--- src/keyframe_linear_interpolator_defines.svh ---
// Assertion helpers used by the top-level RTL file.
`ifndef KEYFRAME_LINEAR_INTERPOLATOR_DEFINES_SVH
`define KEYFRAME_LINEAR_INTERPOLATOR_DEFINES_SVH

// Property checked on every rising clock edge outside reset.
`define KFLI_ASSERT(lbl, prop, msg) \
  lbl: assert property (@(posedge clk_i) disable iff (!rst_ni) prop) else $error(msg);

// Condition that must never be seen outside reset.
`define KFLI_ASSERT_NEVER(lbl, expr, msg) \
  lbl: assert property (@(posedge clk_i) disable iff (!rst_ni) !(expr)) else $error(msg);

`endif

--- src/kfli_pkg.sv ---
`default_nettype none

package kfli_pkg;

  localparam int MAX_KEYS_DEF   = 16;
  localparam int TIME_BITS_DEF  = 24;

  localparam int KEY_INDEX_BITS = 4;
  localparam int VALUE_BITS     = 32;
  localparam int FRAME_BITS     = 16;
  localparam int KEY_COUNT_BITS = 5;
  localparam int KEY_COUNT_RST  = 2;
  localparam int KEY_COUNT_MIN  = 2;

  // Quotient bits resolved by the divider; anything larger saturates anyway.
  localparam int QUOT_BITS      = 33;
  localparam logic [QUOT_BITS:0] QUOT_CAP = (QUOT_BITS + 1)'(1) << QUOT_BITS;

  localparam logic [VALUE_BITS-1:0] VAL_MAX = 32'h7fff_ffff;
  localparam logic [VALUE_BITS-1:0] VAL_MIN = 32'h8000_0000;

  typedef enum logic {
    OP_WRITE   = 1'b0,
    OP_ADVANCE = 1'b1
  } op_e;

  typedef enum logic {
    REG_KEY_COUNT = 1'b0,
    REG_LOOP_MODE = 1'b1
  } reg_e;

  typedef enum logic [3:0] {
    ST_IDLE,
    ST_LAST,
    ST_WALK,
    ST_LLEN,
    ST_LWALK,
    ST_MOD,
    ST_FETCH0,
    ST_ARITH,
    ST_MUL,
    ST_DCHK,
    ST_DIV,
    ST_FIN,
    ST_EMIT
  } state_e;

endpackage

`default_nettype wire

--- src/keyframe_linear_interpolator.sv ---
// Channel  Dir  Handshake             Contents
// s_axis   in   tvalid/tready         tuser: op; tdata: key_index, key_time, key_value, frame_time
// m_axis   out  tvalid/tready         tuser: finished; tdata: value (at most one beat per advance)
// apb      in   psel/penable/pready   key_count at 0x0, loop_mode at 0x4
//
// A keyframe write beat gives no result, nor does an advance in loop mode
// whose loop length (the last key time) is zero. An advance walks the keys
// with one memory read per cycle, then runs the interpolation divide if it
// needs one; a loop wrap adds a further divide. Both share the one restoring divider.
// Reset clears playback state and registers; the key memory is not cleared.
// One output register holds a result; a later result waits until it drains.
`default_nettype none
`include "keyframe_linear_interpolator_defines.svh"

module keyframe_linear_interpolator #(
  parameter int MAX_KEYS  = kfli_pkg::MAX_KEYS_DEF,
  parameter int TIME_BITS = kfli_pkg::TIME_BITS_DEF
) (
  input  logic        clk_i,
  input  logic        rst_ni,

  input  logic        s_axis_tvalid_i,
  output logic        s_axis_tready_o,
  // key_index, key_time, key_value, frame_time from bit 0 up, zero padded
  input  logic [((kfli_pkg::KEY_INDEX_BITS + TIME_BITS + kfli_pkg::VALUE_BITS
                  + kfli_pkg::FRAME_BITS + 7) / 8) * 8 - 1:0] s_axis_tdata_i,
  // op
  input  logic        s_axis_tuser_i,

  output logic        m_axis_tvalid_o,
  input  logic        m_axis_tready_i,
  // value
  output logic [kfli_pkg::VALUE_BITS-1:0] m_axis_tdata_o,
  // finished
  output logic        m_axis_tuser_o,

  input  logic        psel,
  input  logic        penable,
  input  logic        pwrite,
  input  logic [2:0]  paddr,
  input  logic [31:0] pwdata,
  output logic [31:0] prdata,
  output logic        pready
);

  import kfli_pkg::*;

  localparam int AW        = $clog2(MAX_KEYS);
  localparam int SW        = $clog2(MAX_KEYS + 1);
  localparam int EW        = TIME_BITS + 1;
  localparam int ESW       = ((EW > FRAME_BITS) ? EW : FRAME_BITS) + 1;
  localparam int DIFF_BITS = VALUE_BITS + 1;
  localparam int PW        = DIFF_BITS + EW;
  localparam int SUMW      = QUOT_BITS + 3;
  localparam int TIME_LSB  = KEY_INDEX_BITS;
  localparam int VAL_LSB   = TIME_LSB + TIME_BITS;
  localparam int FRAME_LSB = VAL_LSB + VALUE_BITS;

  // input beat
  logic                      in_acc;
  op_e                       in_op;
  logic [KEY_INDEX_BITS-1:0] in_idx;
  logic [TIME_BITS-1:0]      in_time;
  logic [VALUE_BITS-1:0]     in_value;
  logic [FRAME_BITS-1:0]     in_frame;
  logic                      idx_ok;

  // registers
  logic                      cfg_we;
  logic [KEY_COUNT_BITS-1:0] key_count_q;
  logic                      loop_q;
  logic [SW-1:0]             n_keys;
  logic [SW-1:0]             n_m1;
  logic [AW-1:0]             last_addr;

  // sequencer state
  state_e                    state_q, state_d;
  logic [SW-1:0]             seg_q, seg_d;
  logic [EW-1:0]             elapsed_q, elapsed_d;
  logic                      done_q, done_d;
  logic [FRAME_BITS-1:0]     frame_q, frame_d;
  logic                      zt_q, zt_d;
  logic [TIME_BITS-1:0]      t0_q, t0_d, t1_q, t1_d, loop_len_q, loop_len_d;
  logic [VALUE_BITS-1:0]     v0_q, v0_d, v1_q, v1_d;
  logic [DIFF_BITS-1:0]      a_q, a_d;
  logic [EW-1:0]             b_q, b_d;
  logic [TIME_BITS-1:0]      d_q, d_d;
  logic                      neg_q, neg_d;
  logic [PW-1:0]             p_q, p_d;
  logic [QUOT_BITS:0]        q_q, q_d;
  logic [VALUE_BITS-1:0]     res_q, res_d;
  logic                      res_fin_q, res_fin_d;

  logic [SW-1:0]             seg_p1, seg_p2, seg_m1, seg_lstart;

  // timer
  logic [FRAME_BITS-1:0]     frame_sel;
  logic [ESW-1:0]            el_sum;
  logic [EW-1:0]             el_sat;

  // interpolation datapath
  logic signed [TIME_BITS:0] den_s, den_neg;
  logic signed [DIFF_BITS-1:0] diff_s, diff_neg;
  logic signed [EW:0]        num_s, num_neg;
  logic [TIME_BITS-1:0]      den_abs;
  logic [DIFF_BITS-1:0]      diff_abs;
  logic [EW-1:0]             num_abs;
  logic                      p_over;
  logic signed [SUMW-1:0]    v0_ext, q_ext, sum_s;
  logic                      sum_ovf;
  logic [VALUE_BITS-1:0]     sum_sat;

  // key memory and divider
  logic                      mem_we;
  logic [AW-1:0]             raddr;
  logic [TIME_BITS-1:0]      rtime;
  logic [VALUE_BITS-1:0]     rvalue;
  logic                      div_start, div_busy, div_done;
  logic [TIME_BITS-1:0]      div_rem0, div_den, div_rem;
  logic [QUOT_BITS-1:0]      div_low, div_quot;

  // output register
  logic                      out_valid_q;
  logic [VALUE_BITS-1:0]     out_value_q;
  logic                      out_fin_q;
  logic                      out_free;
  logic                      out_load;

  assign in_acc   = s_axis_tvalid_i && s_axis_tready_o;
  assign in_op    = op_e'(s_axis_tuser_i);
  assign in_idx   = s_axis_tdata_i[TIME_LSB-1:0];
  assign in_time  = s_axis_tdata_i[VAL_LSB-1:TIME_LSB];
  assign in_value = s_axis_tdata_i[FRAME_LSB-1:VAL_LSB];
  assign in_frame = s_axis_tdata_i[FRAME_LSB+FRAME_BITS-1:FRAME_LSB];
  assign idx_ok   = (int'(in_idx) < MAX_KEYS);

  // ---------------------------------------------------------------- registers
  assign pready = 1'b1;
  assign cfg_we = psel && penable && pwrite && pready;

  always_ff @(posedge clk_i or negedge rst_ni) begin
    if (!rst_ni) begin
      key_count_q <= KEY_COUNT_BITS'(KEY_COUNT_RST);
      loop_q      <= 1'b0;
    end else if (cfg_we) begin
      case (reg_e'(paddr[2]))
        REG_KEY_COUNT: key_count_q <= pwdata[KEY_COUNT_BITS-1:0];
        REG_LOOP_MODE: loop_q      <= pwdata[0];
        default: ;
      endcase
    end
  end

  assign prdata = (reg_e'(paddr[2]) == REG_LOOP_MODE) ? {31'b0, loop_q}
                                                      : {27'b0, key_count_q};

  always_comb begin
    if (int'(key_count_q) < KEY_COUNT_MIN) begin
      n_keys = SW'(KEY_COUNT_MIN);
    end else if (int'(key_count_q) > MAX_KEYS) begin
      n_keys = SW'(MAX_KEYS);
    end else begin
      n_keys = SW'(key_count_q);
    end
  end

  assign n_m1      = n_keys - SW'(1);
  assign last_addr = n_m1[AW-1:0];

  assign seg_p1     = seg_q + SW'(1);
  assign seg_p2     = seg_q + SW'(2);
  assign seg_m1     = seg_q - SW'(1);
  assign seg_lstart = (seg_q >= n_keys) ? '0 : seg_q;

  // saturating timer add; frame comes from the beat or, in loop mode, the latch
  assign frame_sel = (state_q == ST_LLEN) ? frame_q : in_frame;
  assign el_sum    = ESW'(elapsed_q) + ESW'(frame_sel);
  assign el_sat    = (el_sum[ESW-1:EW] != '0) ? '1 : el_sum[EW-1:0];

  // ---------------------------------------------------------- interpolation
  assign den_s    = $signed({1'b0, t1_q}) - $signed({1'b0, t0_q});
  assign diff_s   = $signed({v1_q[VALUE_BITS-1], v1_q}) - $signed({v0_q[VALUE_BITS-1], v0_q});
  assign num_s    = $signed({1'b0, elapsed_q}) - $signed({2'b00, t0_q});
  assign den_neg  = -den_s;
  assign diff_neg = -diff_s;
  assign num_neg  = -num_s;
  assign den_abs  = den_s[TIME_BITS] ? den_neg[TIME_BITS-1:0] : den_s[TIME_BITS-1:0];
  assign diff_abs = diff_s[DIFF_BITS-1] ? diff_neg : diff_s;
  assign num_abs  = num_s[EW] ? num_neg[EW-1:0] : num_s[EW-1:0];

  // quotient would not fit the divider: it saturates the result anyway
  assign p_over = (p_q >= PW'({d_q, {QUOT_BITS{1'b0}}}));

  assign v0_ext  = {{(SUMW-VALUE_BITS){v0_q[VALUE_BITS-1]}}, v0_q};
  assign q_ext   = {{(SUMW-QUOT_BITS-1){1'b0}}, q_q};
  assign sum_s   = neg_q ? (v0_ext - q_ext) : (v0_ext + q_ext);
  assign sum_ovf = !((&sum_s[SUMW-1:VALUE_BITS-1]) || !(|sum_s[SUMW-1:VALUE_BITS-1]));
  assign sum_sat = sum_ovf ? (sum_s[SUMW-1] ? VAL_MIN : VAL_MAX) : sum_s[VALUE_BITS-1:0];

  // ---------------------------------------------------------------- sequencer
  always_ff @(posedge clk_i or negedge rst_ni) begin
    if (!rst_ni) begin
      state_q   <= ST_IDLE;
      seg_q     <= '0;
      elapsed_q <= '0;
      done_q    <= 1'b0;
    end else begin
      state_q   <= state_d;
      seg_q     <= seg_d;
      elapsed_q <= elapsed_d;
      done_q    <= done_d;
    end
  end

  always_ff @(posedge clk_i) begin
    frame_q    <= frame_d;
    zt_q       <= zt_d;
    t0_q       <= t0_d;
    t1_q       <= t1_d;
    loop_len_q <= loop_len_d;
    v0_q       <= v0_d;
    v1_q       <= v1_d;
    a_q        <= a_d;
    b_q        <= b_d;
    d_q        <= d_d;
    neg_q      <= neg_d;
    p_q        <= p_d;
    q_q        <= q_d;
    res_q      <= res_d;
    res_fin_q  <= res_fin_d;
  end

  always_comb begin
    state_d    = state_q;
    seg_d      = seg_q;
    elapsed_d  = elapsed_q;
    done_d     = done_q;
    frame_d    = frame_q;
    zt_d       = zt_q;
    t0_d       = t0_q;
    t1_d       = t1_q;
    loop_len_d = loop_len_q;
    v0_d       = v0_q;
    v1_d       = v1_q;
    a_d        = a_q;
    b_d        = b_q;
    d_d        = d_q;
    neg_d      = neg_q;
    p_d        = p_q;
    q_d        = q_q;
    res_d      = res_q;
    res_fin_d  = res_fin_q;
    mem_we     = 1'b0;
    raddr      = '0;
    div_start  = 1'b0;
    div_rem0   = '0;
    div_low    = '0;
    div_den    = '0;

    case (state_q)
      ST_IDLE: begin
        if (in_acc) begin
          if (in_op == OP_WRITE) begin
            if (idx_ok) begin
              mem_we    = 1'b1;
              elapsed_d = '0;
              seg_d     = '0;
              done_d    = 1'b0;
            end
          end else if (loop_q) begin
            frame_d = in_frame;
            raddr   = last_addr;
            state_d = ST_LLEN;
          end else if (done_q || (seg_q >= n_m1)) begin
            raddr   = last_addr;
            state_d = ST_LAST;
          end else begin
            elapsed_d = el_sat;
            raddr     = seg_p1[AW-1:0];
            state_d   = ST_WALK;
          end
        end
      end

      ST_LAST: begin
        done_d    = 1'b1;
        res_d     = rvalue;
        res_fin_d = 1'b1;
        state_d   = ST_EMIT;
      end

      // one-shot: rtime/rvalue hold key seg+1
      ST_WALK: begin
        if (elapsed_q > {1'b0, rtime}) begin
          seg_d = seg_p1;
          if (seg_p1 == n_m1) begin
            done_d    = 1'b1;
            res_d     = rvalue;
            res_fin_d = 1'b1;
            state_d   = ST_EMIT;
          end else begin
            raddr = seg_p2[AW-1:0];
          end
        end else begin
          t1_d    = rtime;
          v1_d    = rvalue;
          zt_d    = 1'b0;
          raddr   = seg_q[AW-1:0];
          state_d = ST_FETCH0;
        end
      end

      // loop: rtime holds the last key time, i.e. the loop length
      ST_LLEN: begin
        if (rtime == '0) begin
          state_d = ST_IDLE;
        end else begin
          loop_len_d = rtime;
          seg_d      = seg_lstart;
          elapsed_d  = el_sat;
          raddr      = seg_lstart[AW-1:0];
          state_d    = ST_LWALK;
        end
      end

      // loop: rtime/rvalue hold key seg
      ST_LWALK: begin
        if (elapsed_q > {1'b0, rtime}) begin
          if (seg_p1 == n_keys) begin
            seg_d     = '0;
            div_start = 1'b1;
            div_low   = QUOT_BITS'(elapsed_q - EW'(1));
            div_den   = loop_len_q;
            state_d   = ST_MOD;
          end else begin
            seg_d = seg_p1;
            raddr = seg_p1[AW-1:0];
          end
        end else begin
          t1_d = rtime;
          v1_d = rvalue;
          if (seg_q != '0) begin
            raddr = seg_m1[AW-1:0];
            zt_d  = 1'b0;
          end else begin
            // segment before key 0 starts at the last value, time zero
            raddr = last_addr;
            zt_d  = 1'b1;
          end
          state_d = ST_FETCH0;
        end
      end

      ST_MOD: begin
        if (div_done) begin
          elapsed_d = EW'(div_rem) + EW'(1);
          raddr     = '0;
          state_d   = ST_LWALK;
        end
      end

      ST_FETCH0: begin
        v0_d    = rvalue;
        t0_d    = zt_q ? '0 : rtime;
        state_d = ST_ARITH;
      end

      ST_ARITH: begin
        res_fin_d = 1'b0;
        if (den_s == '0) begin
          res_d   = v1_q;
          state_d = ST_EMIT;
        end else if ((diff_s == '0) || (num_s == '0)) begin
          res_d   = v0_q;
          state_d = ST_EMIT;
        end else begin
          a_d     = diff_abs;
          b_d     = num_abs;
          d_d     = den_abs;
          neg_d   = diff_s[DIFF_BITS-1] ^ num_s[EW] ^ den_s[TIME_BITS];
          state_d = ST_MUL;
        end
      end

      ST_MUL: begin
        p_d     = a_q * b_q;
        state_d = ST_DCHK;
      end

      ST_DCHK: begin
        if (p_over) begin
          q_d     = QUOT_CAP;
          state_d = ST_FIN;
        end else begin
          div_start = 1'b1;
          div_rem0  = p_q[QUOT_BITS+TIME_BITS-1:QUOT_BITS];
          div_low   = p_q[QUOT_BITS-1:0];
          div_den   = d_q;
          state_d   = ST_DIV;
        end
      end

      ST_DIV: begin
        if (div_done) begin
          q_d     = {1'b0, div_quot};
          state_d = ST_FIN;
        end
      end

      ST_FIN: begin
        res_d     = sum_sat;
        res_fin_d = 1'b0;
        state_d   = ST_EMIT;
      end

      ST_EMIT: begin
        if (out_free) begin
          state_d = ST_IDLE;
        end
      end

      default: state_d = ST_IDLE;
    endcase
  end

  assign s_axis_tready_o = (state_q == ST_IDLE);

  kfli_keymem #(
    .DEPTH (MAX_KEYS),
    .AW    (AW),
    .TW    (TIME_BITS),
    .VW    (VALUE_BITS)
  ) u_keymem (
    .clk_i    (clk_i),
    .we_i     (mem_we),
    .waddr_i  (AW'(in_idx)),
    .wtime_i  (in_time),
    .wvalue_i (in_value),
    .raddr_i  (raddr),
    .rtime_o  (rtime),
    .rvalue_o (rvalue)
  );

  kfli_div #(
    .DVW (TIME_BITS),
    .NB  (QUOT_BITS)
  ) u_div (
    .clk_i   (clk_i),
    .rst_ni  (rst_ni),
    .start_i (div_start),
    .rem0_i  (div_rem0),
    .low_i   (div_low),
    .den_i   (div_den),
    .busy_o  (div_busy),
    .done_o  (div_done),
    .quot_o  (div_quot),
    .rem_o   (div_rem)
  );

  // ------------------------------------------------------------ output beat
  assign out_free = !out_valid_q || m_axis_tready_i;
  assign out_load = (state_q == ST_EMIT) && out_free;

  always_ff @(posedge clk_i or negedge rst_ni) begin
    if (!rst_ni) begin
      out_valid_q <= 1'b0;
    end else if (out_load) begin
      out_valid_q <= 1'b1;
    end else if (m_axis_tready_i) begin
      out_valid_q <= 1'b0;
    end
  end

  always_ff @(posedge clk_i) begin
    if (out_load) begin
      out_value_q <= res_q;
      out_fin_q   <= res_fin_q;
    end
  end

  assign m_axis_tvalid_o = out_valid_q;
  assign m_axis_tdata_o  = out_value_q;
  assign m_axis_tuser_o  = out_fin_q;

  `KFLI_ASSERT_NEVER(a_div_restart, div_start && div_busy, "divider restarted while busy")
  `KFLI_ASSERT(a_ready_div_idle, s_axis_tready_o |-> !div_busy, "input ready during divide")
  `KFLI_ASSERT(a_out_from_emit, $rose(m_axis_tvalid_o) |-> $past(state_q == ST_EMIT), "beat without emit")
  `KFLI_ASSERT(a_done_oneshot, $rose(done_q) |-> !loop_q, "finished set in loop mode")

endmodule

`default_nettype wire

--- src/kfli_keymem.sv ---
`default_nettype none

module kfli_keymem #(
  parameter int DEPTH = 16,
  parameter int AW    = 4,
  parameter int TW    = 24,
  parameter int VW    = 32
) (
  input  logic          clk_i,
  input  logic          we_i,
  input  logic [AW-1:0] waddr_i,
  input  logic [TW-1:0] wtime_i,
  input  logic [VW-1:0] wvalue_i,
  input  logic [AW-1:0] raddr_i,
  output logic [TW-1:0] rtime_o,
  output logic [VW-1:0] rvalue_o
);

  logic [TW+VW-1:0] mem [DEPTH];
  logic [TW+VW-1:0] rdata_q;

  always_ff @(posedge clk_i) begin
    if (we_i) begin
      mem[waddr_i] <= {wtime_i, wvalue_i};
    end
  end

  always_ff @(posedge clk_i) begin
    rdata_q <= mem[raddr_i];
  end

  assign rtime_o  = rdata_q[TW+VW-1:VW];
  assign rvalue_o = rdata_q[VW-1:0];

endmodule

`default_nettype wire

--- src/kfli_div.sv ---
`default_nettype none

// Restoring divider, one quotient bit per cycle. The dividend is
// {rem0_i, low_i} with rem0_i below den_i, so NB steps give the full quotient.
module kfli_div #(
  parameter int DVW = 24,
  parameter int NB  = 33
) (
  input  logic           clk_i,
  input  logic           rst_ni,
  input  logic           start_i,
  input  logic [DVW-1:0] rem0_i,
  input  logic [NB-1:0]  low_i,
  input  logic [DVW-1:0] den_i,
  output logic           busy_o,
  output logic           done_o,
  output logic [NB-1:0]  quot_o,
  output logic [DVW-1:0] rem_o
);

  localparam int CW = $clog2(NB + 1);

  logic           busy_q;
  logic           done_q;
  logic [CW-1:0]  cnt_q;
  logic [DVW-1:0] rem_q;
  logic [DVW-1:0] den_q;
  logic [NB-1:0]  low_q;

  logic [DVW:0]   trial;
  logic [DVW:0]   trial_sub;
  logic           ge;

  assign trial     = {rem_q, low_q[NB-1]};
  assign ge        = (trial >= {1'b0, den_q});
  assign trial_sub = trial - {1'b0, den_q};

  always_ff @(posedge clk_i or negedge rst_ni) begin
    if (!rst_ni) begin
      busy_q <= 1'b0;
      done_q <= 1'b0;
      cnt_q  <= '0;
    end else begin
      done_q <= busy_q && (cnt_q == CW'(1));
      if (start_i) begin
        busy_q <= 1'b1;
        cnt_q  <= CW'(NB);
      end else if (busy_q) begin
        cnt_q <= cnt_q - CW'(1);
        if (cnt_q == CW'(1)) begin
          busy_q <= 1'b0;
        end
      end
    end
  end

  // quotient bits shift into the low end as dividend bits leave the top
  always_ff @(posedge clk_i) begin
    if (start_i) begin
      rem_q <= rem0_i;
      low_q <= low_i;
      den_q <= den_i;
    end else if (busy_q) begin
      rem_q <= ge ? trial_sub[DVW-1:0] : trial[DVW-1:0];
      low_q <= {low_q[NB-2:0], ge};
    end
  end

  assign busy_o = busy_q;
  assign done_o = done_q;
  assign quot_o = low_q;
  assign rem_o  = rem_q;

endmodule

`default_nettype wire
--- config.mk ---
export PLATFORM = sky130hd
export DESIGN_NAME = keyframe_linear_interpolator
export DESIGN_NICKNAME = d
export VERILOG_FILES = /design/src/kfli_pkg.sv /design/src/keyframe_linear_interpolator.sv /design/src/kfli_keymem.sv /design/src/kfli_div.sv
export VERILOG_INCLUDE_DIRS = /design/src /design/src/src
export SDC_FILE = /design/constraint.sdc
export NUM_CORES = 2
export LEC_CHECK = 0
export BUFFER_PORTS_ARGS = -buffer_cell sky130_fd_sc_hd__buf_2
export CAP_MARGIN = 20
export CELL_PAD_IN_SITES_DETAIL_PLACEMENT = 1
export CELL_PAD_IN_SITES_GLOBAL_PLACEMENT = 2
export CORE_UTILIZATION = 41
export CTS_BUF_LIST = sky130_fd_sc_hd__clkbuf_2 sky130_fd_sc_hd__clkbuf_4 sky130_fd_sc_hd__clkbuf_8
export CTS_CLUSTER_SIZE = 24
export DETAILED_ROUTE_END_ITERATION = 8
export PLACE_DENSITY_LB_ADDON = 0.1
export SYNTH_ARGS = -nofsm -noshare
export SYNTH_HDL_FRONTEND = slang
export SYNTH_HIERARCHICAL = 1
export SYNTH_SLANG_ARGS = --single-unit
--- constraint.sdc ---
create_clock -name clk_i -period 17.4 [get_ports clk_i]
set_input_delay 2.61 -clock clk_i [delete_from_list [all_inputs] [get_ports clk_i]]
set_output_delay 2.61 -clock clk_i [all_outputs]
set_load 0.03 [all_outputs]
==> flow_summary_export.csv <==
group,metric,value,unit
outcome,status,"finished, final reports clean",
power,p_leak,42.1,nW
cts,htreeDepth,4,
sta,max_freq,120,MHz
layout,finalNonFillerCells,11500,
sta,maxSlewViolCount,0,
setup_path,worstPathMaxFanout,33,
sta,tns,0,ns
setup_path,cp-start-kind,"flop",
placement,gp_congestion,0.886,
layout,syn_to_final_growth,9.74,%
synthesis,synth_area,0.0968,mm²
cts,clock_sinks,1477,
setup_path,startpoint,"b_q[16]$_DFFE_PP_",
hold_path,min_from,"u_keymem/rdata_q[21]$_DFF_P_",
power,p_seq_share,24.6,%
placement,dp_cells,11000,
sta,relSlewSlack,23.0,%
cts,ctsHoldBuffers,0,
power,combinationalPowerShare,60.8,%
synthesis,synth-seq-area-share,45.0,%
layout,finish.utilization,45.4,%
synthesis,ys_seq_elements,1477,
drt,drtAntennaViolNets,0,
placement,dp_hpwl,215,mm
power,ir_worst_vdd,367,µV
placement,io_buffers,129,
cts,cts.repair.resized,0,
power,p_sw,10.2,mW
cts,numCtsBuffers,239,
cts,cts_tree,"done",
drt,drt-vias-per-instance,5.59,
flow_run,maxCapViolCount,0,
power,power_density,206,mW/mm²
synthesis,synth_edf_count,1371,
cts,cts_setup_buffers,0,
sta,fin_ws,9.05,ns
setup_path,critPathArrivalTime,9.14,ns
power,swShare,46.5,%
floorplan,fp.dieH,488,µm
setup_path,path_class,"flop to flop",
setup_path,endpoint_kind,"flop",
layout,drive_above_1_share,13.1,%
cts,clock-root-buffer,"clkbuf_8",
drt,remaining_drc_errors,0,
setup_path,r2r-start,"b_q[16]$_DFFE_PP_",
floorplan,rows,177,
cts,clk_latency,1.05,ns
setup_path,crit_required,18.19,ns
sta,hold_viol_final,0,
synthesis,ys_types,123,
floorplan,pin_count,191,
power,pwr-share-clk,14.6,%
sta,setup_viol,0,
synthesis,avgSynthCellArea,12.1,µm²
sta,tightestPinTransition,1.15,ns
setup_path,rrSetupSlack,9.05,ns
sta,skew,0.125,ns
sta,period_needed,8.35,ns
synthesis,synthFlopType,"edfxtp_1",
hold_path,hold_class,"flop to flop",
sta,rsz0062_at_grt,"false",
cts,path_clk_slew,0.06,ns
drt,dr.pass1.iters,5,
sta,fin_crit_sh,48.0,%
cts,clock_path_buffers,3,
layout,fillCellCount,24400,
global_routing,grt_pass1_wl,464,mm
drt,drtIter0Drc,4725,
global_routing,grt_pass1_vias,69100,
floorplan,die_w,488,µm
synthesis,synthArstFlopShare,3.39,%
power,p_int,11.7,mW
floorplan,dieArea,0.238,mm²
synthesis,yosys_warnings,6,
drt,vias,64200,
global_routing,grt_max_degree,98,
global_routing,grt_remaining_overflow,0,
global_routing,grt_antenna_before_repair,35,
placement,dp_slack,9.00,ns
layout,layout.nets,9398,
synthesis,syn_inst,7976,
floorplan,core,0.234,mm²
floorplan,start_util,41.4,%
drt,finalWirelength,313,mm
global_routing,grt.total_usage,26.6,%
drt,routed_wire_length_per_instance,27.2,µm
==> sequential cells by signal (all words and copies together) (netlist names), 6 cells and up <==
register	cells
loop_len_q	24
m_axis_tdata_o	32
d_q	24
a_q	33
u_div/quot_o	33
v0_q	32
u_div/rem_o	24
t0_q	24
u_keymem/rdata_q	56
u_keymem/mem	896
res_q	32
p_q	58
u_div/den_q	24
u_div/cnt_q	6
b_q	25
q_q	34
frame_q	16
v1_q	32
t1_q	24
elapsed_q	25
==> worst paths after layout <==
| kind | end | cells after the start |
|---|---|---|
| setup reg to reg | p_q[57]$_DFFE_PP_ | 25 |
| setup / recovery | p_q[57]$_DFFE_PP_ | 25 |
| hold / removal | v0_q[21]$_DFFE_PP_ | 0 |
| hold reg to reg | v0_q[21]$_DFFE_PP_ | 0 |
| max in group asynchronous | u_div/done_o$_DFF_PN0_ | 2 |
| min in group asynchronous | elapsed_q[4]$_DFFE_PN0P_ | 1 |
==> metrics by stage <==
stage | hold WS [ns] | cell area [µm²] | power (mW)
2_1_floorplan | 0.400 | 96800 | 14.4
3_3_place_gp | 0.405 | 101000 | 18.7
3_5_place_dp | 0.406 | 101000 | 18.7
4_1_cts | 0.420 | 106000 | 22.1
5_1_grt | 0.432 | 106000 | 23.4
6_report | 0.415 | 106000 | 21.9
==> layout make-up <==
| cell class | count | area (µm²) | share of cell area, % |
|---|---|---|---|
| clock inverters | 134 | 1260 | 1.19 |
| multi-input cells | 5148 | 48000 | 45.2 |
| repair buffers | 291 | 1910 | 1.80 |
| flip-flops and latches | 1477 | 43500 | 41.0 |
| inverters | 980 | 3680 | 3.46 |
| well taps | 3132 | 3920 | 3.69 |
| diodes | 10 | 25.0 | 0.0236 |
| clock buffers | 311 | 3830 | 3.61 |
==> cell usage after synthesis, types with 120 or more instances <==
master    instances  area, µm²
a21oi_1         291       1460
a22oi_1         120        901
and2_1          491       3070
clkbuf_1        297       1110
edfxtp_1       1371      41200
fa_1            716      14300
ha_1            422       5280
inv_1           974       3660
mux4_2          224       5040
nand2_1         698       2620
nor2_1          302       1130
o21ai_0         179        896
xnor2_1         215       1880
==> power groups by stage <==
| stage | Sequential [mW] | Combinational, mW | Clock, mW |
|---|---|---|---|
| 2_1_floorplan | 5.20 | 9.23 | 0 |
| 6_report | 5.38 | 13.3 | 3.19 |
| 3_5_place_dp | 5.44 | 13.3 | 0 |
| 4_1_cts | 5.37 | 13.4 | 3.28 |
| 5_1_grt | 5.40 | 14.6 | 3.41 |
| 3_3_place_gp | 5.43 | 13.2 | 0 |
==> metal layers <==
| metal | part of all wire (%) | routed length [µm] | up-vias | global-route usage [%] |
|---|---|---|---|---|
| met1 | 45 | 140000 | 33700 | 36.6 |
| met4 | 3.1 | 9580 | 22 | 8.35 |
| met3 | 5.0 | 15500 | 438 | 3.77 |
| met5 | 0.044 | 136 | - | 0 |
| li1 | - | - | 28400 | - |
| met2 | 47 | 148000 | 1613 | 43.3 |
==> cell usage in the layout (no fill, tap or decap), types with 53 or more instances in the layout <==
| master | Yosys | final |
|---|---|---|
| a21o_1 | 110 | 110 |
| nand2_1 | 698 | 697 |
| clkbuf_8 | 0 | 239 |
| ha_1 | 422 | 422 |
| fa_1 | 716 | 716 |
| o21ai_0 | 179 | 177 |
| inv_1 | 974 | 974 |
| xnor2_1 | 215 | 215 |
| nor4_1 | 53 | 53 |
| and2_1 | 491 | 490 |
| buf_2 | 31 | 128 |
| a21oi_1 | 291 | 290 |
| a31oi_1 | 69 | 69 |
| buf_4 | 38 | 160 |
| dfxtp_1 | 56 | 56 |
| xor2_1 | 101 | 101 |
| nor3_1 | 91 | 83 |
| and3_1 | 85 | 83 |
| a22oi_1 | 120 | 119 |
| nor2_1 | 302 | 281 |
| clkinv_1 | 3 | 54 |
| nand3_1 | 86 | 86 |
| mux4_2 | 224 | 224 |
| edfxtp_1 | 1371 | 1371 |
| clkbuf_4 | 1 | 72 |
| mux2_2 | 63 | 63 |
| nand4_1 | 60 | 60 |
==> logic make-up (layout without fill, tap and decap cells) <==
kind of cell | Yosys count | count (layout) | synth area share [%]
AOI/OAI and AO/OA | 1254 | 1254 | 8.95
xor gates and xnor gates | 317 | 317 | 2.88
adders and majority gates | 1138 | 1138 | 20.3
buffers and inverters | 1377 | 1716 | 5.71
DFF | 1477 | 1477 | 45.0
muxes | 306 | 306 | 6.14
other | 2 | 38 | 0.00776
and+or+nand+nor | 2105 | 2105 | 11.0
==> critical path, cell delays in order, from the launching register on <==
cell	delay (ns)
edfxtp_1	0.32
buf_4	0.59
nand2_1	0.17
fa_1	0.57
inv_1	0.07
fa_1	0.50
inv_1	0.06
fa_1	0.54
inv_1	0.05
fa_1	0.55
fa_1	0.46
fa_1	0.50
inv_1	0.07
fa_1	0.48
inv_1	0.04
ha_1	0.37
a21oi_1	0.32
a21boi_0	0.14
a311oi_1	0.41
o21ai_0	0.22
o211a_1	0.30
o2111a_1	0.29
o21ai_0	0.34
a21oi_1	0.15
or2_2	0.34
o211ai_1	0.21
Power figures use the tool's default switching activity.
